--- src/hw/rtl/rws_ram.sv ---
// rws_ram: generic single-write, single-read RAM with registered read data.
// No dependencies.
module rws_ram #(
   parameter int WIDTH = 16,
   parameter int DEPTH = 256
) (
   input  logic                     clock,
   input  logic                     wr_en,
   input  logic [$clog2(DEPTH)-1:0] wr_addr,
   input  logic [WIDTH-1:0]         wr_data,
   input  logic [$clog2(DEPTH)-1:0] rd_addr,
   output logic [WIDTH-1:0]         rd_data
);

   logic [WIDTH-1:0] mem_ff [DEPTH];
   logic [WIDTH-1:0] rd_data_ff;

   // write port
   always_ff @(posedge clock) begin
      if (wr_en) begin
         mem_ff[wr_addr] <= wr_data;
      end
   end

   // registered read port
   always_ff @(posedge clock) begin
      rd_data_ff <= mem_ff[rd_addr];
   end

   assign rd_data = rd_data_ff;

endmodule

--- config.mk ---
export PLATFORM = sky130hd
export DESIGN_NAME = rws_ram
export DESIGN_NICKNAME = d
export VERILOG_FILES = /design/src/hw/rtl/rws_ram.sv
export SDC_FILE = /design/constraint.sdc
export NUM_CORES = 2
export LEC_CHECK = 0
export ABC_AREA = 1
export BUFFER_PORTS_ARGS = -buffer_cell sky130_fd_sc_hd__clkbuf_2
export CAP_MARGIN = 25
export CORE_MARGIN = 1
export CORE_UTILIZATION = 44
export DETAILED_ROUTE_END_ITERATION = 16
export HOLD_SLACK_MARGIN = 0.12
export REMOVE_ABC_BUFFERS = 1
export SLEW_MARGIN = 20
export SYNTH_ARGS = -nofsm -noshare
export SYNTH_HDL_FRONTEND = slang
export SYNTH_SLANG_ARGS = --single-unit
--- constraint.sdc ---
create_clock -name clock -period 5 [get_ports clock]
set_input_delay 0.5 -clock clock [delete_from_list [all_inputs] [get_ports clock]]
set_output_delay 0.5 -clock clock [all_outputs]
set_load 0.01 [all_outputs]
# Word-level counts from Yosys, hierarchy flattened
# Memories as Yosys holds them, arrays and structs flattened. A register that Yosys moved wholly into a read port is not among the register bits.
# Index checks and enable logic that the tools add are counted.
# word_totals
ff_bits,0
ram_bits,4096
in_bits,34
out_inout_bits,16
word_cells,3
n_memories,1
# classes
n_mux,2
# memory_table
name,words,word_bits,read_ports,rd_ports_with_merged_regs,write_ports,line,text
mem_ff,256,16,1,1,1,15,logic [WIDTH-1:0] mem_ff [DEPTH];
# op_table
op,n
$mux W1,2

# Longest topological paths before layout
# logic_depth
depth_word,2
depth_mapped,15
depth_no_buf,11

# Worst setup path before layout
# Ideal clock, no wire load.
# synth_timing
path_kind,input -> register
start,in wr_en
end,mem mem_ff[162][0] (enable)
setup_ps,388
t_arrival_ps,1952
t_required_ps,4612
setup_slack_ps,2660
path_stages,4
n_path_buf,2
path_cell_list,clkbuf_1 > nand3_1 > clkbuf_1 > nor2_1
# synth_between
elab_chain_cells,2
# synth_lines
item,line,text
"start, declared",8,"input logic wr_en,"
$mux W1,20,if (wr_en) begin
$mux W1 (implied by the code),21,mem_ff[wr_addr] <= wr_data;
"end, declared",15,
# No other way between the ends.

==> summary.md <==
| Metric | Value |
|---|---|
| Status | completed |
| Commonest non-fill, non-tap cells in the layout | nand2_1, edfxtp_1, nand3_1 |
| First-pass GRT wire length | 713,000 microns |
| Crit-path slowest cell | inv_16 |
| Clock root cell | clkbuf_16 |
| Final Slew Violations | 0 |
| Leak pwr | 65.2 nW |
| Chip Width | 616 microns |
| Post-Syn Instances | 13,600 |
| Clock share of power | 42.5% |
| Post-detail-place hpwl | 275,000 microns |
| Fill cells | 32,000 |
| IO Port Bufs | 49 |
| Grt met1 use | 36.8% |
| Die ar. | 379,000 sq um |
| Final hold viol count | 0 |
| Row count | 224 |
| Layout Cell Area excl Fill | 187,000 sq um |
| WL final | 491,000 microns |
| Initial core utilization | 44.4% |
| Die height | 616 microns |
| Clock Latency Late Sink | 0.97 ns |
| Total power | 74.1 mW |
| Crit path required time | 5.91 ns |
| Layout overhead on the synthesized area | 12.7% |
| Cell repeated most along the worst path | nand3_1 |
| Number of DRC markers in iteration 0 | 14,500 |
| H-Tree Level Count | 5 |
| Routability cong. | 0.859 |
| Fmax | 0.277 GHz |
| TritonCTS Sinks | 4,112 |
| Most common cell after layout, fill and taps aside | nand2_1 |
| Via Count | 109,000 |
| Fin crit period | 3.61 ns |
| Overflow after GRT | 0 |
| Mapped Avg Cell Area | 12.2 sq um |
| Cts repair resizes | 0 |
| Sequential power share | 51.4% |
| Net Switching | 16.9 mW |
| Post-Place Cells | 18,300 |
| Max incr delay on CP | 0.58 ns |
| Final ANT Viol Nets | 0 |
| Initial antenna violation count | 23 |
| Pwr dens | 397 nW/um^2 |
| Core Box Area | 374,000 sq um |
| Post-CTS Setup Bufs | 0 |
| Met2 Usage GRT | 38.7% |
| M3 GR Usage | 3.75% |
| Number of setup violations in the final report | 0 |
| Pin count of the biggest net entering global routing | 160 |
| Gr usage total | 25.3% |
| RR Endpoint | rd_data[3] |
| Comb pwr share | 6.1% |
| # Max-Cap Violations | 0 |
| Vias in the first global route | 101,000 |
| Initial DRT Pass Iterations | 7 |
| Register bit total from synthesis | 4,112 |
| Relative slew slack | 21.7% |
| # DRC | 0 |
| Register-to-register path setup slack | 2.49 ns |
| Hold Path Sink | rd_data[4] |
| DP Area | 173,000 sq um |
| Filler-free cell count of the finished design | 19,100 |
| Vias/cell | 5.72 |
| Sw frac | 22.8% |
| Peak VDD IR | 0.000284 V |
| Post-synthesis sequential area ratio | 74.4% |
| Crit Path Class | primary input to flop |
| CP cell instances | buf_12 > inv_16 > buf_12 > buf_12 > nand2_1 > nand3_1 > nand3_1 > nand3_1 > nand3_1 > nand3_1 > nand3_1 > nand2_1 > nand2_1 > nand2_1 |
| Worst Tran Pin Value | 1.17 ns |
| Worst Reg2Reg Path Length in Cells | 10 |
| Wire per inst | 25.7 microns |
| Startpoint Class | primary input |
| CTS tree | done |
| Pint | 57.2 mW |
| Nets | 13,800 |
| Most Crowded Layer GR | met2 |
| Post-synth cell types | 15 |
| Hold Slack | 0.352 ns |
| RSZ-0062 raised after global routing | false |
| Hold-fix buffers, CTS | 16 |
| Worst r2r src | mem_ff[51][3] |
| Longest Clk Path Bufs | 4 |
| Hold Path Cell Cnt | 3 |
| Skew final | 0.0419 ns |
| Min-delay src | rd_addr[7] |
| Total CTS buffers | 424 |
| Worst endpoint data arrival time | 4.52 ns |
| Period utilization | 72.2% |
| Worst Hold Class | primary input to flop |
| Total number of yosys warnings | 0 |
| Mapped Area | 166,000 sq um |
| Worst-path fanout max | 114 |
| Reg clk slew, reported paths | 0.06 ns |
| # IOs | 50 |
| Layout cell share with drive strength beyond 1 | 8.93% |
| CP Capture Type | flop |
-- final cells by class --
type / instances / area, sq um / area share (%)
Sequential cell: 4112 / 123000 / 66.0
Multi-Input combinational cell: 8529 / 37100 / 19.9
Clock buffer: 540 / 11300 / 6.07
Tap cell: 4972 / 6220 / 3.33
Timing Repair Buffer: 632 / 6140 / 3.29
Clock inverter: 243 / 2430 / 1.30
Inverter: 39 / 199 / 0.106
Antenna cell: 10 / 25.0 / 0.0134
-- synthesized netlist by cell type --
cell type,instances,area share [%]
buf_1,70,0.16
buf_12,1,0.012
buf_2,495,1.5
buf_4,163,0.74
buf_6,53,0.36
buf_8,1,0.0091
clkbuf_1,154,0.35
dfxtp_1,16,0.19
edfxtp_1,4096,74
inv_1,35,0.079
inv_2,2,0.0045
inv_4,2,0.0075
nand2_1,4211,9.5
nand3_1,4035,12
nor2_1,283,0.64
-- power groups by stage --
stage                     Clock [mW]  Sequential, mW  Combinational, mW
after CTS                       31.8            38.1               4.48
final                           31.5            38.1               4.51
after detailed placement           0            38.8               4.46
after floorplan                    0            38.8               2.22
after global placement             0            38.8               4.43
after global routing            33.0            38.1               4.83
-- stage by stage --
step,utilization (%),TNS (ns),worst slack (ns)
4_1_cts,50.0,0,1.63
3_3_place_gp,46.2,0,0.617
6_report,50.0,0,1.39
5_1_grt,50.0,0,1.45
2_1_floorplan,-,-93.23,-5.84
3_5_place_dp,46.3,0,0.603
-- critical path, delay by kind of cell --
family,cells,cell delay (ns)
buffers and inverters,4,1.51
and+or+nand+nor,10,2.09
-- flip-flops by register name, indices dropped and copies added (netlist names) --
signal and cells:
rd_data 16, mem_ff 4096
-- cells by family after synthesis --
| kind of cell | Yosys count | synth area share (%) |
|---|---|---|
| simple gates | 8529 | 22.4 |
| flops | 4112 | 74.4 |
| buf+inv | 976 | 3.21 |
-- routing by layer --
layer,vias to the layer above,routed length [microns]
met5,-,48
met2,5245,223000
li1,48900,-
met4,8,18200
met1,54300,205000
met3,809,44200
-- how the worst max path moves through the flow --
| stage | startpoint | to | slack, ns | cells past startpoint |
|---|---|---|---|---|
| floorplan | rd_addr[0] | rd_data[4] | -5.84 | 11 |
| global placement | rd_addr[0] | rd_data[8] | 0.62 | 14 |
| detailed placement | rd_addr[0] | rd_data[8] | 0.60 | 14 |
| CTS | rd_addr[0] | rd_data[8] | 1.63 | 14 |
| global route | rd_addr[0] | rd_data[3] | 1.45 | 15 |
| finish | rd_addr[0] | rd_data[8] | 1.39 | 14 |
Power figures use the tool's default switching activity.
