`config.mk`:
```
export PLATFORM = sky130hd
export DESIGN_NAME = rws_accum
export DESIGN_NICKNAME = d
export VERILOG_FILES = /design/src/hw/rtl/rws_pkg.sv /design/src/hw/rtl/rws_accum.sv
export SDC_FILE = /design/constraint.sdc
export NUM_CORES = 1
export LEC_CHECK = 0
export ABC_AREA = 1
export BUFFER_PORTS_ARGS = -buffer_cell sky130_fd_sc_hd__buf_2
export CAP_MARGIN = 20
export CORE_UTILIZATION = 45
export DETAILED_ROUTE_END_ITERATION = 6
export SYNTH_ARGS = -nofsm -noshare
export SYNTH_HDL_FRONTEND = slang
export SYNTH_SLANG_ARGS = --single-unit
```
`constraint.sdc`:
```
create_clock -name clock -period 5.25 [get_ports clock]
set_clock_uncertainty 0.15 [all_clocks]
set_input_delay 0.2625 -clock clock [delete_from_list [all_inputs] [get_ports clock]]
set_output_delay 0.2625 -clock clock [all_outputs]
set_load 0.005 [all_outputs]
```
`src/hw/rtl/rws_pkg.sv`:
```
// rws_pkg: shared constants, word types and control structs for the
// roulette wheel selection block. No dependencies.
package rws_pkg;

   // sizing
   localparam int POP_MAX      = 256;
   localparam int FITNESS_BITS = 16;
   localparam int IDX_BITS     = $clog2(POP_MAX);
   localparam int SUM_BITS     = FITNESS_BITS + IDX_BITS;
   localparam int RAND_BITS    = 16;
   localparam int SIZE_BITS    = 9;
   localparam int PROD_BITS    = RAND_BITS + SUM_BITS;

   // command codes
   typedef enum logic {
      CMD_WRITE  = 1'b0,
      CMD_SELECT = 1'b1
   } cmd_type;

   // request word
   typedef struct packed {
      cmd_type     command;
      logic [7:0]  member_index;
      logic [15:0] member_fitness;
      logic [15:0] random_fraction;
   } req_word_type;

   // response word
   typedef struct packed {
      logic [7:0]  selected_index;
      logic [15:0] selected_fitness;
   } rsp_word_type;

   // sequencer states
   typedef enum logic [2:0] {
      ST_IDLE,
      ST_SUM,
      ST_SUM_TAIL,
      ST_MUL,
      ST_SCAN
   } st_type;

   // sequencer to datapath controls
   typedef struct packed {
      logic capture;
      logic acc_clear;
      logic acc_add;
      logic load_target;
   } ctl_type;

   // datapath to sequencer status
   typedef struct packed {
      logic hit;
   } sts_type;

endpackage

```
`src/hw/rtl/rws_accum.sv`:
```
// rws_accum: shared accumulator, target multiplier and compare.
// Depends on rws_pkg.
module rws_accum
   import rws_pkg::*;
(
   input  logic                    clock,
   input  ctl_type                 ctl,
   input  logic [RAND_BITS-1:0]    rand_in,
   input  logic [FITNESS_BITS-1:0] rd_data,
   output sts_type                 sts
);

   logic [RAND_BITS-1:0] rand_ff;
   logic [SUM_BITS-1:0]  acc_ff, acc_in;
   logic [SUM_BITS-1:0]  target_ff;
   logic [SUM_BITS-1:0]  sum_next;
   logic [PROD_BITS-1:0] product;

   // one adder serves both the total and the running sum
   assign sum_next = acc_ff + SUM_BITS'(rd_data);
   assign sts.hit  = (sum_next >= target_ff);

   // target = (random * total) >> 16
   assign product = PROD_BITS'(rand_ff) * PROD_BITS'(acc_ff);

   // accumulator next value
   always_comb begin
      acc_in = acc_ff;
      if (ctl.acc_clear) begin
         acc_in = '0;
      end else if (ctl.acc_add) begin
         acc_in = sum_next;
      end
   end

   // datapath registers
   always_ff @(posedge clock) begin
      acc_ff <= acc_in;
      if (ctl.capture) begin
         rand_ff <= rand_in;
      end
      if (ctl.load_target) begin
         target_ff <= product[PROD_BITS-1:RAND_BITS];
      end
   end

endmodule

```
* Yosys cells after proc, flatten, opt, wreduce, memory -nomap -nowiden
Index checks and enable logic that the tools add are counted.
** Operators by class
- Shift operators :: 0
- Reductions and logical operators :: 0
- Equal/unequal tests :: 0
- Bitwise logic cells :: 0
- Add/sub/neg operators :: 1
- Mux-type cells :: 0
- Magnitude comparators :: 1
- Multipliers :: 1
- Div/mod/pow operators :: 0
** Operators with widths (count)
- $mul A16 B24 Y40 :: 1
- $add A24 B16 Y24 :: 1
- $ge A24 B24 Y1 :: 1
** Storage, ports and cells
- Word-level logic and storage cells :: 6
- Register bits :: 64
- Output and inout port bits :: 1
- Latch bits :: 0
- Memories kept :: 0
- Input port bits :: 37
- Bits in read-only memories :: 0
- RAM bits :: 0

* Logic depth before layout (Yosys ltp)
- Depth after elaboration :: 2
- Gate-level depth with buffers :: 27
- Mapped depth without buffers :: 25

* Worst setup path before layout
No wires, ideal clock.
- Path type :: flip-flop to flip-flop
- Start point :: register acc_ff[17]
- End point :: register target_ff[22], data pin
- Setup slack :: -0.454 ns
- Period minus slack after synthesis :: 5.704 ns
- Data arrival time :: 5.302 ns
- Path buffers :: 2
- Required time :: 4.848 ns
- Setup time :: 0.252 ns
- Cell stages (with the launch flop) :: 22
- Cells stage by stage :: dfxtp_1 -> clkbuf_1 -> buf_1 -> nand2_1 -> fa_1 -> fa_1 -> inv_1 -> fa_1 -> fa_1 -> fa_1 -> inv_1 -> fa_1 -> inv_1 -> ha_1 -> a21o_1 -> or2_1 -> a21oi_1 -> nor2_1 -> nor2_1 -> nand2_1 -> nand2_1 -> nand2_1
** Between the ends
- Cells in the longest elaborated chain, start to end :: 1
** RTL lines
- from (decl) :: line rws_accum.sv:14 : logic [SUM_BITS-1:0] acc_ff, acc_in;
- from (signal assigned) :: line rws_accum.sv:38 : acc_ff <= acc_in;
- $mul A16 B24 Y40 :: line rws_accum.sv:24 : assign product = PROD_BITS'(rand_ff) * PROD_BITS'(acc_ff);
- named net product[38] :: line rws_accum.sv:17 : logic [PROD_BITS-1:0] product;
- to (signal assigned) :: line rws_accum.sv:43 : target_ff <= product[PROD_BITS-1:RAND_BITS];
- to (decl) :: line rws_accum.sv:15 : logic [SUM_BITS-1:0] target_ff;
The timed path passes the listed nets, and every way through them passes these cells.
A chain may end at the register's enable or synchronous reset.

* Worst setup path after layout
- Start point :: register rand_ff[5]
- End point :: register target_ff[16], data pin
** Between the ends
- Cells in the longest elaborated chain, start to end :: 1
** RTL lines
- from (decl) :: line rws_accum.sv:13 : logic [RAND_BITS-1:0] rand_ff;
- from (signal assigned) :: line rws_accum.sv:40 : rand_ff <= rand_in;
- $mul A16 B24 Y40 :: line rws_accum.sv:24
- named net product[32] :: line rws_accum.sv:17
The timed path passes the listed nets, and every way through them passes these cells.

==> out/metrics.csv <==
metric,value,unit
post-synthesis register bit count,64,
final setup fails,24,
PortBufs,37,
Top delay family on crit path,adder cells,
DR vias,14600,
Routed Antenna Nets,0,
arrival time worst endpoint,5.67,ns
Slew headroom,0.374,
Initial Util,0.457,
WS Path Type,flip-flop to flip-flop,
period utilisation layout,1.09,
DRC Markers,0,
initial antenna violation count,1,
cts bufs inserted,9,
storage element area,1700,um2
RR Endpoint,target_ff[16],
largest cells by area after synthesis,"fa_1, inv_1, nand2_1",
vias in the first global route,15600,
cells along the critical path,buf_12 > nand2_1 > inv_1 > fa_1 > inv_1 > fa_1 > fa_1 > inv_1 > fa_1 > fa_1 > inv_1 > fa_1 > inv_1 > ha_4 > nand2_1 > nor2_1 > nor2_2 > buf_4 > o21ai_1 > nand2_1 > nor3b_2 > nand3_1 > nand2_1,
CTS tree,built,
most frequent CP cell,fa_1,
Worst Setup End Kind,flip-flop,
failing checks,negative setup slack,
Die Width,195,um
Max Root-Sink Buffers,2,
Worst Setup Start Kind,flip-flop,
max_cap viols,0,
total length of routed wires,52800,um
first-pass GRT wire length,84900,um
post-synthesis cell count,2243,
row count,70,
final setup margin,-0.453,ns
Ys Warns,0,
post-place setup slack,-0.810,ns
post-synth top area cell,fa_1,
ant diodes,0,
post-DP HPWL,44000,um
worst reg2reg path depth,23,
crit path to,target_ff[16],
CTS sink cnt,64,
drt first pass iters,5,
DR vias/cell,5.05,
H-tree levels,3,
GP Congestion,0.931,
Buf/Inv on CP,7,
Synth Cell Area,16700,um2
Layout Nets,2907,
CTS root buf,clkbuf_16,
syn nets,2735,
Final Max Tran Viols,0,
Synth cell types,41,
IO Pins,38,
RSZ-0062 raised after global routing,true,
Critical path origin,rand_ff[5],
critical path peak fanout,20,
hold crit path type,input pin to flip-flop,
die area,37900,um2
WL/cell,18.3,um
Starting DRT DRC Count,1058,
hold slack,0.250,ns
setup_tns,-8.22,ns
fmax,0.175,GHz
critical path depth,23,
largest net degree at the start of global routing,26,
P&R area growth vs syn,20.5,%
Die H,195,um
clock-pin slew on the worst setup and hold paths,0.07,ns
Multi-input gate area,13000,um2
total gr overflow,0,
Fin. Hold Viols,0,
data required time at the worst endpoint,5.21,ns
GRT Util Overall,0.294,
r2r setup slk,-0.45,ns
CP max stage delay,0.52,ns
core box area,36600,um2
Reg-to-Reg Start,rand_ff[5],
worst skew pair latency,0.36,ns
measured slew at the worst slew-check pin,0.939,ns
clock period minus worst slack,5.70,ns
status,"complete, but fails checks",
area share of the largest cell type after synthesis,0.366,
"Max stage delay cell, worst path",fa_1,
# fillers,3525,
layout cells sized above 1,0.166,
Mean Syn Cell Area,7.46,um2
sequential share of the synthesized area,0.101,
[Yosys cell counts]
| master | number |
|---|---|
| edfxtp_1 | 40 |
| o21ai_0 | 37 |
| a211oi_1 | 1 |
| o211ai_1 | 2 |
| buf_1 | 7 |
| o21ai_2 | 2 |
| a21o_1 | 9 |
| or2_1 | 1 |
| buf_2 | 5 |
| nor2_4 | 1 |
| o311ai_0 | 2 |
| nor3b_1 | 2 |
| a21oi_2 | 1 |
| and2_1 | 2 |
| clkbuf_1 | 73 |
| xor2_1 | 20 |
| a21boi_1 | 1 |
| nand4_1 | 17 |
| nand3_1 | 51 |
| nand3b_1 | 1 |
| nor3_1 | 12 |
| inv_1 | 621 |
| nand2_1 | 619 |
| a21boi_0 | 2 |
| nor2_1 | 113 |
| o221ai_1 | 1 |
| ha_1 | 149 |
| buf_4 | 1 |
| dfxtp_1 | 24 |
| o21bai_1 | 2 |
| fa_1 | 306 |
| inv_2 | 3 |
| a31oi_1 | 5 |
| o21ai_1 | 12 |
| o21a_1 | 5 |
| nand2_2 | 7 |
| nor4_1 | 1 |
| a21oi_1 | 81 |
| o22ai_1 | 1 |
| xnor2_1 | 2 |
| nand3_2 | 1 |
[cell families (layout without fill, tap and decap cells)]
| kind of cell | after synthesis | count (layout) | share of synthesized area |
|---|---|---|---|
| xor gates and xnor gates | 22 | 22 | 0.0115 |
| DFF | 64 | 64 | 0.101 |
| and+or+nand+nor | 828 | 828 | 0.196 |
| adders and majority gates | 455 | 455 | 0.478 |
| AOI/OAI and AO/OA | 164 | 164 | 0.0542 |
| buffers and inverters | 710 | 887 | 0.160 |
[worst reg2reg max path: stages, from the launching register on]
cell	delay, ns
edfxtp_1	0.42
buf_12	0.18
nand2_1	0.09
inv_1	0.06
fa_1	0.51
inv_1	0.05
fa_1	0.46
fa_1	0.52
inv_1	0.06
fa_1	0.48
fa_1	0.50
inv_1	0.06
fa_1	0.51
inv_1	0.08
ha_4	0.29
nand2_1	0.09
nor2_1	0.14
nor2_2	0.07
buf_4	0.14
o21ai_1	0.19
nand2_1	0.08
nor3b_2	0.17
nand3_1	0.08
nand2_1	0.06
[placed cells by master, fill, tap and decap left out, types with 16 or more instances in the layout]
cell type	count
fa_1	295
o21ai_1	21
o21ai_0	23
ha_1	130
ha_4	19
nor2_2	16
edfxtp_1	40
buf_12	28
nand2_1	596
a21oi_2	23
nand2_2	27
nor2_1	91
dlygate4sd3_1	16
buf_4	158
a21oi_1	57
nand4_1	17
inv_1	612
nand3_1	49
buf_2	37
[worst min path at each step]
stage | startpoint | slack [ns] | to | cells after the start
2_1_floorplan | rand_in[0] | 0.21 | rand_ff[0] | 0
3_3_place_gp | rand_in[1] | 0.29 | rand_ff[1] | 1
3_5_place_dp | rand_in[7] | 0.29 | rand_ff[7] | 1
4_1_cts | ctl[2] | 0.24 | acc_ff[2] | 2
5_1_grt | ctl[2] | 0.27 | acc_ff[2] | 2
6_report | ctl[2] | 0.25 | acc_ff[2] | 2
[per-stage QoR]
stage,std cells,instance area (um2),util
2_1_floorplan,2243,17200,-
3_3_place_gp,2850,19200,0.524
3_5_place_dp,2850,19200,0.524
4_1_cts,2885,19900,0.544
5_1_grt,2888,20100,0.550
6_report,2888,20100,0.550
[cell type report]
class / instances / share of cell area
inverter: 624 / 0.116
sequential: 64 / 0.0845
timing repair buffer: 247 / 0.109
clock buffer: 10 / 0.0119
multi-input combinational: 1469 / 0.648
clock inverter: 6 / 0.00174
tap: 468 / 0.0291
[repair_timing]
action                                 4_1_cts  5_1_grt
gates resized for setup                     90       47
setup endpoints to repair                   24       24
hold buffers                                16        0
pin swaps                                   17        3
gates cloned                                 0        1
setup buffers                                3        2
endpoints found under the hold margin       16        0
[sequential cells by signal, summed over array words and instances (netlist names)]
name / count
rand_ff: 16
acc_ff: 24
target_ff: 24
[routing by layer]
layer  share of wire  global-route usage
met3           0.070              0.0432
met2            0.45               0.462
met1            0.45               0.413
met4           0.033               0.104
met5         0.00030                   0
Power is not shown: default switching activity piles up to over one toggle a cycle in this logic, so the estimate is an artifact.
