## config.mk

```make
export PLATFORM = sky130hd
export DESIGN_NAME = rws_ctrl
export DESIGN_NICKNAME = d
export VERILOG_FILES = /design/src/hw/rtl/rws_pkg.sv /design/src/hw/rtl/rws_ctrl.sv
export SDC_FILE = /design/constraint.sdc
export NUM_CORES = 1
export LEC_CHECK = 0
export BUFFER_PORTS_ARGS = -buffer_cell sky130_fd_sc_hd__buf_2
export CORE_MARGIN = 1.5
export CORE_UTILIZATION = 25
export CTS_CLUSTER_DIAMETER = 50
export DETAILED_ROUTE_END_ITERATION = 16
export PLACE_DENSITY = 0.46
export SETUP_SLACK_MARGIN = 0.4
export SLEW_MARGIN = 10
export SYNTH_ARGS = -nofsm -noshare
export SYNTH_HDL_FRONTEND = slang
export SYNTH_SLANG_ARGS = --single-unit
```

## constraint.sdc

```tcl
create_clock -name clock -period 7.05 [get_ports clock]
set_clock_uncertainty 0.2 [all_clocks]
set_input_delay 2.115 -clock clock [delete_from_list [all_inputs] [get_ports clock]]
set_output_delay 2.115 -clock clock [all_outputs]
set_load 0.01 [all_outputs]
```

## src/hw/rtl/rws_pkg.sv

```systemverilog
// rws_pkg: shared constants, word types and control structs for the
// roulette wheel selection block. No dependencies.
package rws_pkg;

   // sizing
   localparam int POP_MAX      = 256;
   localparam int FITNESS_BITS = 16;
   localparam int IDX_BITS     = $clog2(POP_MAX);
   localparam int SUM_BITS     = FITNESS_BITS + IDX_BITS;
   localparam int RAND_BITS    = 16;
   localparam int SIZE_BITS    = 9;
   localparam int PROD_BITS    = RAND_BITS + SUM_BITS;

   // command codes
   typedef enum logic {
      CMD_WRITE  = 1'b0,
      CMD_SELECT = 1'b1
   } cmd_type;

   // request word
   typedef struct packed {
      cmd_type     command;
      logic [7:0]  member_index;
      logic [15:0] member_fitness;
      logic [15:0] random_fraction;
   } req_word_type;

   // response word
   typedef struct packed {
      logic [7:0]  selected_index;
      logic [15:0] selected_fitness;
   } rsp_word_type;

   // sequencer states
   typedef enum logic [2:0] {
      ST_IDLE,
      ST_SUM,
      ST_SUM_TAIL,
      ST_MUL,
      ST_SCAN
   } st_type;

   // sequencer to datapath controls
   typedef struct packed {
      logic capture;
      logic acc_clear;
      logic acc_add;
      logic load_target;
   } ctl_type;

   // datapath to sequencer status
   typedef struct packed {
      logic hit;
   } sts_type;

endpackage

```

## src/hw/rtl/rws_ctrl.sv

```systemverilog
// rws_ctrl: sequencer for the sum, multiply and scan passes, store address
// counter and the population size register. Depends on rws_pkg.
module rws_ctrl
   import rws_pkg::*;
(
   input  logic                 clock,
   input  logic                 reset,
   input  logic                 start,
   input  cmd_type              command,
   input  logic                 csr_we,
   input  logic [SIZE_BITS-1:0] csr_wdata,
   input  sts_type              sts,
   output logic                 busy,
   output ctl_type              ctl,
   output logic [IDX_BITS-1:0]  rd_addr,
   output logic [IDX_BITS-1:0]  rd_idx,
   output logic                 done
);

   st_type               state_ff, state_in;
   logic [SIZE_BITS-1:0] size_ff;
   logic [IDX_BITS:0]    addr_ff, addr_in;
   logic [IDX_BITS-1:0]  last_ff, last_in;
   logic [IDX_BITS-1:0]  rd_idx_ff;
   logic                 rd_valid_ff;
   logic                 accept_sel;
   logic                 issue;

   assign busy       = (state_ff != ST_IDLE);
   assign accept_sel = start && !busy && (command == CMD_SELECT);

   // last index taking part, from the clamped population size
   always_comb begin
      if (size_ff == '0) begin
         last_in = '0;
      end else if (32'(size_ff) > POP_MAX) begin
         last_in = IDX_BITS'(POP_MAX - 1);
      end else begin
         last_in = IDX_BITS'(size_ff - SIZE_BITS'(1));
      end
   end

   // next state
   always_comb begin
      state_in = state_ff;
      case (state_ff)
         ST_IDLE: begin
            if (accept_sel) state_in = ST_SUM;
         end
         ST_SUM: begin
            if (addr_ff == {1'b0, last_ff}) state_in = ST_SUM_TAIL;
         end
         ST_SUM_TAIL: state_in = ST_MUL;
         ST_MUL:      state_in = ST_SCAN;
         ST_SCAN: begin
            if (done) state_in = ST_IDLE;
         end
         default:     state_in = ST_IDLE;
      endcase
   end

   // outputs and address counter
   always_comb begin
      issue           = ((state_ff == ST_SUM) || (state_ff == ST_SCAN))
                        && (addr_ff <= {1'b0, last_ff});
      ctl.capture     = accept_sel;
      ctl.acc_clear   = accept_sel || (state_ff == ST_MUL);
      ctl.load_target = (state_ff == ST_MUL);
      ctl.acc_add     = rd_valid_ff && ((state_ff == ST_SUM)
                        || (state_ff == ST_SUM_TAIL) || (state_ff == ST_SCAN));
      done            = (state_ff == ST_SCAN) && rd_valid_ff
                        && (sts.hit || (rd_idx_ff == last_ff));
      addr_in         = addr_ff;
      if (accept_sel || (state_ff == ST_MUL)) begin
         addr_in = '0;
      end else if (issue) begin
         addr_in = addr_ff + 1'b1;
      end
   end

   assign rd_addr = addr_ff[IDX_BITS-1:0];
   assign rd_idx  = rd_idx_ff;

   // control registers
   always_ff @(posedge clock) begin
      if (reset) begin
         state_ff    <= ST_IDLE;
         size_ff     <= SIZE_BITS'(POP_MAX);
         addr_ff     <= '0;
         rd_valid_ff <= 1'b0;
      end else begin
         state_ff    <= state_in;
         addr_ff     <= addr_in;
         rd_valid_ff <= issue;
         if (csr_we) begin
            size_ff <= csr_wdata;
         end
      end
   end

   // read tag and captured last index
   always_ff @(posedge clock) begin
      rd_idx_ff <= addr_ff[IDX_BITS-1:0];
      if (accept_sel) begin
         last_ff <= last_in;
      end
   end

endmodule

```

[Word level (Yosys, flattened, before mapping)]
Cells that the tools add are included.
Cells by class
  $add $sub $neg: 2
  multiply operators: 0
  div/mod/pow operators: 0
  order comparisons: 2
  equal/unequal tests: 9
  shift operators: 0
  mux-type cells: 5
  bitwise operators: 0
  reductions and logical operators: 17
Operators by type and width (count)
  3-bit one-hot mux with 5 select lines: 1
  9-bit by 1-bit adder with 9-bit output (second input constant): 1
  9-bit by 8-bit == test with 1-bit output: 1
  9-bit greater-than comparator (second input constant): 1
  9-bit by 8-bit less-or-equal comparator with 1-bit output: 1
  9-bit logical NOT: 1
  3-bit two-way mux: 3
  8-bit == test: 1
  8-bit two-way mux: 1
  8-bit by 1-bit subtractor with 8-bit output (second input constant): 1
  3-bit by 2-bit == test with 1-bit output (second input constant): 2
  1-bit logical AND: 6
  2-bit inequality test (second input constant): 3
  1-bit logical OR: 5
  3-bit by 1-bit == test with 1-bit output (second input constant): 1
  3-bit == test (second input constant): 1
  3-bit logical NOT: 1
  3-bit AND reduction: 1
  3-bit nonzero test: 1
  2-bit OR reduction: 1
  1-bit logical NOT: 1
Storage, ports and cells
  flip-flop bits (word level): 38
  bits in latches: 0
  RAM bits: 0
  bits in read-only memories: 0
  bits of input ports: 15
  logic and storage cells: 41
  memories: 0

[Depth between registers and ports, before layout]
Gate-level depths: netlist of run 1.
  depth in word-level cells: 6
  depth in mapped cells: 8

[Worst setup path after synthesis of run 1]
OpenSTA, ideal clock, no wires.
  path type: in2out
  start: input command
  end: output ctl[3] in the netlist's numbering
  arrival: 2780 ps
  setup slack: 1955 ps
  cell stages on the path: 3
  buffers on the path: 1
  cell sequence: nand2_1 nor2_1 buf_4
On the way
  cells in the longest elaborated chain, start to end: 1
RTL lines
  start, declared: line rws_ctrl.sv:9  | input cmd_type command,
  1-bit logical AND: line rws_ctrl.sv:30  | assign accept_sel = start && !busy && (command == CMD_SELECT);
  end, declared: line rws_ctrl.sv:14  | output ctl_type ctl,
No other way between the ends.

==> flow_metrics.env, run 1 <==
export IMPL_status="complete, no violations"
export IMPL_power_density_nw_per_um2=202
export IMPL_worstMarginPinSlew_ps=948
export IMPL_netlist_area_sq_um=2030
export IMPL_fin_crit_sh_pct=71.3
export IMPL_synth_compound_area_share_pct=14.5
export IMPL_synth_avg_cell_area_sq_um=9.40
export IMPL_setup_viol=0
export IMPL_grt_pass1_vias=1476
export IMPL_leakagePower_nw=1.04
export IMPL_hold_buffers=0
export IMPL_synthArstFlopShare_pct=0
export IMPL_synth_seq_cells=38
export IMPL_p_comb_share_pct=11.0
export IMPL_ir_drop_v=0.0000806
export IMPL_synth_simple_gate_area_share_pct=18.2
export IMPL_worst_slack_ps=2020
export IMPL_overflow=0
export IMPL_hp_class="reg -> reg"
export IMPL_synth_yosys_seq_area_share_pct=41.4
export IMPL_place_area_sq_um=2230
export IMPL_grt_use_total_pct=10.4
export IMPL_synth_top_area_share_pct=29.6
export IMPL_path_clk_slew_ps=70
export IMPL_synth_edff_count=8
export IMPL_path_class="in -> out"
export IMPL_boundaryPins=37
export IMPL_rsz0062_at_grt="false"
export IMPL_firstDrtPassIters=4
export IMPL_vias=1545
export IMPL_fill_cells=850
export IMPL_cts_setup_buffers=0
export IMPL_htreeDepth=2
export IMPL_grt_max_degree=19
export IMPL_die_h_um=93.1
export IMPL_p_clk_share_pct=38.4
export IMPL_wl_per_cell_um=12.6
export IMPL_hpwl_mm=3.40
export IMPL_dieArea_sq_um=8670
export IMPL_setup_worst_path_end_class="primary output"
export IMPL_synth_warnings=0
export IMPL_drv_slew=0
export IMPL_synthTopCellsByCount="dfxtp_1 (30), nor2_1 (21), a21oi_1 (15)"
export IMPL_yosysUniqueCellTypes=45
export IMPL_ant_nets=0
export IMPL_synth_top_family_by_area="simple AND/OR/NAND/NOR gates"
export IMPL_drcViolationCount=0
export IMPL_switching_power_uw=114
export IMPL_initial_core_util_pct=26.0
export IMPL_gp_congestion=0.780
export IMPL_cts_buffers=5
export IMPL_synth_xor_area_share_pct=5.98
export IMPL_clock_latency_ps=280
export IMPL_cts_root_buffer="clkbuf_8"
export IMPL_synthAdderAreaFrac_pct=7.76
export IMPL_max_cap_violations=0
export IMPL_cp_start_kind="input port"
export IMPL_cp_arrival_ps=2710
export IMPL_die_w_um=93.1
export IMPL_cts_sinks=38
export IMPL_drive_gt1_share_pct=21.0
export IMPL_antenna_found_initial=0
export IMPL_grt_pass1_wl_mm=7.07
export IMPL_seqPwrFrac_pct=50.6
export IMPL_routed_wl_mm=4.35
export IMPL_fin_setup_tns_ps=0
export IMPL_dp_slack_ps=2020
export IMPL_p_int_uw=359
export IMPL_synthCells=216
export IMPL_final_core_util_pct=30.0
export IMPL_post_drt_via_cell_ratio=4.48
export IMPL_synthesis_nets=242
export IMPL_fmax_mhz=199
export IMPL_synthMostInstantiatedCell="dfxtp_1"
export IMPL_cts_tree="yes"
export IMPL_area_delta_synth_final_pct=15.3
export IMPL_required_ps=4740
export IMPL_drt_initial_drc_count=48
export IMPL_core_area_sq_um=7810
export IMPL_yosys_top_cells_area="dfxtp_1 (30%), edfxtp_1 (12%), ha_1 (6.8%), buf_4 (4.4%), mux2i_1 (3.9%)"
export IMPL_fin_crit_ps=5030
export IMPL_design_area_sq_um=2340
export IMPL_hold_viol=0
export IMPL_worstPathMaxFanout=3
export IMPL_finish_net_count=268
export IMPL_cts_path_max_buffers=2
export IMPL_synthFlopType="dfxtp_1"
export IMPL_post_cts_resized=0
export IMPL_row_count=32
export IMPL_slew_headroom_pct=36.7
export IMPL_diodes=0
export IMPL_synth_top_cell_by_area="dfxtp_1"
export IMPL_p_sw_share_pct=24.2
export IMPL_synth_mux_area_share_pct=3.94
export IMPL_placement_io_buffers=36
-- sequential cells by signal, summed over array words and instances, names as in the netlist --
signal and flops:
size_ff 9, state_ff 3, rd_idx 8, rd_valid_ff 1
addr_ff 9, last_ff 8
-- critical path, cell delays in order --
cell       delay (ps)
buf_2              90
nand4bb_1          90
a21oi_1           240
buf_2             180
-- per-stage QoR --
| step | hold slack, ps | power, mW | instances |
|---|---|---|---|
| floorplan | 180 | 0.282 | 216 |
| global placement | 222 | 0.297 | 337 |
| detailed placement | 218 | 0.297 | 337 |
| CTS | 231 | 0.483 | 345 |
| global route | 246 | 0.499 | 345 |
| finish | 225 | 0.474 | 345 |
-- final cells by class --
class,count,area [sq um],area share [%]
Clock buffer,5,68.8,2.94
Clock inverter,3,40.0,1.71
Inverter,14,52.6,2.24
Multi-Input combinational cell,146,1020,43.7
Sequential cell,38,841,35.9
Tap cell,102,128,5.45
Timing Repair Buffer,37,188,8.02
-- path summary, 6_finish.rpt --
check / from / end / slack (ps) / cells past startpoint
hold reg to reg: addr_ff[3]$_SDFFE_PP0P_ / rd_idx[3]$_DFF_P_ / 230 / 0
hold / removal: addr_ff[3]$_SDFFE_PP0P_ / rd_idx[3]$_DFF_P_ / 230 / 0
setup / recovery: command / ctl[2] / 2020 / 4
setup reg to reg: addr_ff[2]$_SDFFE_PP0P_ / addr_ff[2]$_SDFFE_PP0P_ / 4390 / 6
-- cells by family after synthesis --
logic type | after synthesis
xor+xnor | 13
mux | 8
fa+ha+maj | 13
compound gates | 43
flops | 38
buf+inv | 32
simple gates | 69
-- per-layer routing --
layer	global-route usage (%)	vias to the layer above	wire length [um]
li1	-	812	-
met1	13.1	708	2140
met2	17.2	23	2020
met3	2.68	2	162
met4	3.41	0	31
met5	0	-	0
-- cells in the final DEF, fill, tap and decap left out, types with 5 or more instances in the layout --
master    count
nor2_1       21
dfxtp_1      30
ha_1         11
or4_1         6
edfxtp_1      8
mux2i_1       8
nand2_1      13
clkbuf_8      5
inv_1        14
xor2_1        8
o21ai_0       5
buf_2        36
a21oi_1      15
-- power groups by stage --
| stage | Combinational [mW] | Clock [mW] | Sequential [mW] |
|---|---|---|---|
| 6_report | 0.0519 | 0.182 | 0.240 |
| 5_1_grt | 0.0592 | 0.198 | 0.241 |
| 4_1_cts | 0.0527 | 0.191 | 0.240 |
| 3_5_place_dp | 0.0524 | 0 | 0.245 |
| 3_3_place_gp | 0.0520 | 0 | 0.245 |
| 2_1_floorplan | 0.0410 | 0 | 0.241 |
Note: power is estimated with default switching activity, not from simulation.
==> inputs of run 2 (changes only) <==
--- a/config.mk
+++ b/config.mk
@@ -5,6 +5,7 @@
 export SDC_FILE = /design/constraint.sdc
 export NUM_CORES = 1
 export LEC_CHECK = 0
+export ABC_AREA = 1
 export BUFFER_PORTS_ARGS = -buffer_cell sky130_fd_sc_hd__buf_2
 export CORE_MARGIN = 1.5
 export CORE_UTILIZATION = 25
==> constraint.sdc (replaced) <==
create_clock -name clock -period 5.02 [get_ports clock]
set_clock_uncertainty 0.2 [all_clocks]
set_input_delay 1.506 -clock clock [delete_from_list [all_inputs] [get_ports clock]]
set_output_delay 1.506 -clock clock [all_outputs]
set_load 0.01 [all_outputs]
==> flow_metrics.env, run 2 <==
export IMPL_cts_path_max_buffers=2
export IMPL_path_clk_slew_ps=80
export IMPL_drt_initial_drc_count=27
export IMPL_p_total_uw=844
export IMPL_row_count=32
export IMPL_cp_start_kind="input port"
export IMPL_critPathMostFrequentCell="buf_2"
export IMPL_synthFlopType="dfxtp_1"
export IMPL_path_class="in -> out"
export IMPL_path_buf_inv=3
export IMPL_synthArstFlopShare_pct=0
export IMPL_htreeDepth=2
export IMPL_setup_viol=0
export IMPL_place_inst=392
export IMPL_final_common_cell="nand2_1"
export IMPL_fin_setup_tns_ps=0
export IMPL_worst_slack_ps=1250
export IMPL_synth_avg_cell_area_sq_um=7.61
export IMPL_crit_path_top_delay_cell="buf_4"
export IMPL_vias=1663
export IMPL_synthCells=266
export IMPL_grt_max_degree=15
export IMPL_power_density_nw_per_um2=354
export IMPL_leakagePower_nw=1.11
export IMPL_hold_buffers=0
export IMPL_grt_use_total_pct=10.4
export IMPL_cts_tree="yes"
export IMPL_status="complete, no violations"
export IMPL_synthMostInstantiatedCell="nand2_1"
export IMPL_synthTopCellsByCount="nand2_1 (64), inv_1 (37), dfxtp_1 (30)"
export IMPL_synth_warnings=0
export IMPL_die_h_um=93.0
export IMPL_antenna_found_initial=0
export IMPL_cts_root_buffer="clkbuf_8"
export IMPL_boundaryPins=37
export IMPL_die_w_um=93.0
export IMPL_reg_top3="addr_ff (9), size_ff (9)"
export IMPL_clock_latency_ps=290
export IMPL_post_cts_resized=0
export IMPL_dieArea_sq_um=8650
export IMPL_required_ps=3310
export IMPL_gp_congestion=0.737
export IMPL_ant_nets=0
export IMPL_slew_headroom_pct=68.0
export IMPL_synthesis_nets=292
export IMPL_synth_top_area_share_pct=29.7
export IMPL_synth_yosys_seq_area_share_pct=41.5
export IMPL_fin_crit_sh_pct=75.0
export IMPL_hp_class="reg -> reg"
export IMPL_stdcell_count=400
export IMPL_cts_buffers=5
export IMPL_post_drt_via_cell_ratio=4.16
export IMPL_finish_net_count=323
export IMPL_firstDrtPassIters=4
export IMPL_ir_drop_v=0.000130
export IMPL_cpPeakStageDelay_ps=180
export IMPL_fin_crit_ps=3770
export IMPL_crit_family="buffers and inverters"
export IMPL_core_area_sq_um=7770
export IMPL_max_cap_violations=0
export IMPL_netlist_area_sq_um=2020
export IMPL_initial_core_util_pct=26.1
export IMPL_hold_viol=0
export IMPL_synth_edff_count=8
export IMPL_cts_sinks=38
export IMPL_setup_worst_path_end_class="primary output"
export IMPL_overflow=0
export IMPL_area_delta_synth_final_pct=17.9
export IMPL_dp_slack_ps=1240
export IMPL_drcViolationCount=0
export IMPL_yosysUniqueCellTypes=30
export IMPL_drv_slew=0
export IMPL_worstPathMaxFanout=10
export IMPL_synth_top_cell_by_area="dfxtp_1"
export IMPL_drive_gt1_share_pct=18.8
export IMPL_wl_per_cell_um=10.4
export IMPL_grt_pass1_vias=1531
export IMPL_cp_arrival_ps=2060
export IMPL_fmax_mhz=266
export IMPL_synth_seq_cells=38
export IMPL_yosys_top_cells_area="dfxtp_1 (30%), edfxtp_1 (12%), nand2_1 (12%), inv_1 (6.9%), ha_1 (6.8%)"
export IMPL_routed_wl_mm=4.17
export IMPL_hpwl_mm=3.29
export IMPL_worstPathCellList="buf_2 > nand2_1 > nor2_1 > buf_4 > buf_2"
export IMPL_cts_setup_buffers=0
export IMPL_worstMarginPinSlew_ps=478
export IMPL_diodes=0
export IMPL_placement_io_buffers=36
export IMPL_rsz0062_at_grt="false"
export IMPL_grt_pass1_wl_mm=7.06
export IMPL_most_common_layout_cells="nand2_1 (64), inv_1 (37), buf_2 (36)"
## run 2: changes by cell type in the layout (fill, tap and decap cells not counted), sizes merged, moves of 6 or more
cell   change
inv       +25
mux2i      -8
nand2     +53
nand3     +14
nor2       +6
or4        -6
xor2       -6
## run 2: final timing paths
| path | depth (start not counted) | endpoint | start | slack [ps] |
|---|---|---|---|---|
| setup reg to reg | 9 | addr_ff[1]$_SDFFE_PP0P_ | addr_ff[2]$_SDFFE_PP0P_ | 2670 |
| hold / removal | 0 | rd_idx[7]$_DFF_P_ | addr_ff[7]$_SDFFE_PP0P_ | 220 |
| setup / recovery | 5 | ctl[3] | command | 1250 |
| hold reg to reg | 0 | rd_idx[7]$_DFF_P_ | addr_ff[7]$_SDFFE_PP0P_ | 220 |
## run 2: stage by stage
step           hold WS (ps)  utilization, %  area, sq um
4_1_cts                 220            30.7         2390
3_5_place_dp            209            29.0         2250
2_1_floorplan           180               -         2020
5_1_grt                 247            30.7         2390
6_report                224            30.7         2390
3_3_place_gp            208            29.0         2250
## run 2: cell families (layout without fill, tap and decap cells)
| kind of cell | after synthesis | count (layout) | share of synthesized area [%] |
|---|---|---|---|
| buffers and inverters | 52 | 84 | 11.8 |
| and+or+nand+nor | 121 | 121 | 26.5 |
| adders and majority gates | 11 | 11 | 6.80 |
| xor gates and xnor gates | 7 | 7 | 3.03 |
| AOI/OAI and AO/OA | 37 | 37 | 10.4 |
| DFF | 38 | 38 | 41.5 |
## run 2: layout make-up
cell class / instances / area (sq um)
clock buffers: 5 / 68.8
clock inverters: 3 / 68.8
fillers: 866 / 5380
inverters: 39 / 149
multi-input cells: 176 / 945
flip-flops and latches: 38 / 841
well taps: 102 / 128
repair buffers: 37 / 188
## run 2: per-layer routing
layer  track usage, %  part of all wire [%]  vias to the layer above
met4             3.41                  0.91                        0
met3             3.01                   4.0                        4
met2             17.3                    46                       28
met1             12.9                    49                      722
met5                0                     0                        -
li1                 -                     -                      909
## run 2: power by group
group / switching, mW / leakage, nW / total, mW / internal, mW
Combinational: 0.111 / 0.730 / 0.176 / 0.0646
Sequential: 0.0180 / 0.313 / 0.358 / 0.340
Clock: 0.111 / 0.0683 / 0.310 / 0.199
==> inputs of run 3 (changes only) <==
==> constraint.sdc (replaced) <==
create_clock -name clock -period 3.71 [get_ports clock]
set_clock_uncertainty 0.2 [all_clocks]
set_input_delay 1.113 -clock clock [delete_from_list [all_inputs] [get_ports clock]]
set_output_delay 1.113 -clock clock [all_outputs]
set_load 0.01 [all_outputs]
==> flow_metrics.env, run 3 (synthesis results as in run 2) <==
export IMPL_core_area_sq_um=7770
export IMPL_worstPathMaxFanout=2
export IMPL_crit_family="simple AND/OR/NAND/NOR gates"
export IMPL_row_count=32
export IMPL_grt_pass1_vias=1673
export IMPL_hpwl_mm=3.37
export IMPL_cts_sinks=38
export IMPL_die_h_um=93.0
export IMPL_rsz0062_at_grt="false"
export IMPL_post_drt_via_cell_ratio=4.17
export IMPL_setup_worst_path_end_class="primary output"
export IMPL_most_common_layout_cells="nand2_1 (64), inv_1 (37), buf_2 (36)"
export IMPL_area_delta_synth_final_pct=16.4
export IMPL_hp_class="reg -> reg"
export IMPL_max_cap_violations=0
export IMPL_reg_top3="addr_ff (9), size_ff (9)"
export IMPL_finish_net_count=323
export IMPL_initial_core_util_pct=26.1
export IMPL_p_total_mw=1.07
export IMPL_cts_setup_buffers=0
export IMPL_overflow=0
export IMPL_cp_start_kind="input port"
export IMPL_cpPeakStageDelay_ps=220
export IMPL_boundaryPins=37
export IMPL_ir_drop_v=0.000129
export IMPL_critPathMostFrequentCell="buf_2"
export IMPL_status="complete, no violations"
export IMPL_fin_setup_tns_ps=0
export IMPL_dieArea_sq_um=8650
export IMPL_hold_viol=0
export IMPL_leakagePower_nw=1.10
export IMPL_htreeDepth=2
export IMPL_worstMarginPinSlew_ps=482
export IMPL_fin_crit_ps=2960
export IMPL_diodes=0
export IMPL_crit_path_top_delay_cell="nor2_1"
export IMPL_post_cts_resized=0
export IMPL_drt_initial_drc_count=28
export IMPL_cts_buffers=5
export IMPL_drv_slew=0
export IMPL_cts_path_max_buffers=2
export IMPL_final_common_cell="nand2_1"
export IMPL_drive_gt1_share_pct=18.1
export IMPL_ant_nets=0
export IMPL_firstDrtPassIters=4
export IMPL_routed_wl_mm=4.28
export IMPL_grt_use_total_pct=11.0
export IMPL_drcViolationCount=0
export IMPL_hold_buffers=0
export IMPL_power_density_nw_per_um2=453
export IMPL_placement_io_buffers=36
export IMPL_grt_max_degree=15
export IMPL_die_w_um=93.0
export IMPL_design_area_sq_um=2360
export IMPL_path_clk_slew_ps=80
export IMPL_slew_headroom_pct=67.7
export IMPL_setup_viol=0
export IMPL_gp_congestion=0.763
export IMPL_worstPathCellList="buf_2 > nand2_1 > nor2_1 > buf_2"
export IMPL_fmax_mhz=338
export IMPL_place_area_sq_um=2250
export IMPL_path_buf_inv=2
export IMPL_required_ps=2400
export IMPL_grt_pass1_wl_mm=7.49
export IMPL_vias=1666
export IMPL_fin_crit_sh_pct=79.8
export IMPL_cts_root_buffer="clkbuf_8"
export IMPL_wl_per_cell_um=10.7
export IMPL_cp_arrival_ps=1650
export IMPL_cts_tree="yes"
export IMPL_antenna_found_initial=0
export IMPL_path_class="in -> out"
export IMPL_clock_latency_ps=290
## run 3: layout make-up
class                           count  area, sq um
Sequential cell                    38          841
Fill cell                         858         5410
Clock buffer                        7         76.3
Inverter                           39          149
Timing Repair Buffer               37          188
Tap cell                          102          128
Clock inverter                      1         30.0
Multi-Input combinational cell    176          945
## run 3: where the power goes
part           internal (mW)  switching (mW)
sequential             0.460          0.0245
clock                  0.201           0.142
combinational         0.0870           0.152
## run 3: worst paths after layout
kind | startpoint | end | slack, ps | cells after the start
worst max-delay path | command | ctl[3] | 750 | 4
worst min-delay path | addr_ff[7]$_SDFFE_PP0P_ | rd_idx[7]$_DFF_P_ | 220 | 0
worst max register to register | addr_ff[2]$_SDFFE_PP0P_ | addr_ff[1]$_SDFFE_PP0P_ | 1410 | 9
worst min register to register | addr_ff[7]$_SDFFE_PP0P_ | rd_idx[7]$_DFF_P_ | 220 | 0
## run 3: per-stage QoR
| stage | std cells | hold WS (ps) | setup WS (ps) | util (%) |
|---|---|---|---|---|
| final | 400 | 218 | 750 | 30.3 |
| after global routing | 400 | 238 | 674 | 30.3 |
| after CTS | 400 | 216 | 685 | 30.3 |
| after detailed placement | 392 | 205 | 685 | 29.0 |
| after global placement | 392 | 207 | 682 | 29.0 |
| after floorplan | 266 | 180 | 567 | - |
## run 3: per-layer routing
layer,track usage (%),vias up,wire (um)
met3,3.09,5,191
met5,0,-,0
met2,19.2,28,2050
li1,-,907,-
met1,13.1,726,2010
met4,3.41,0,36
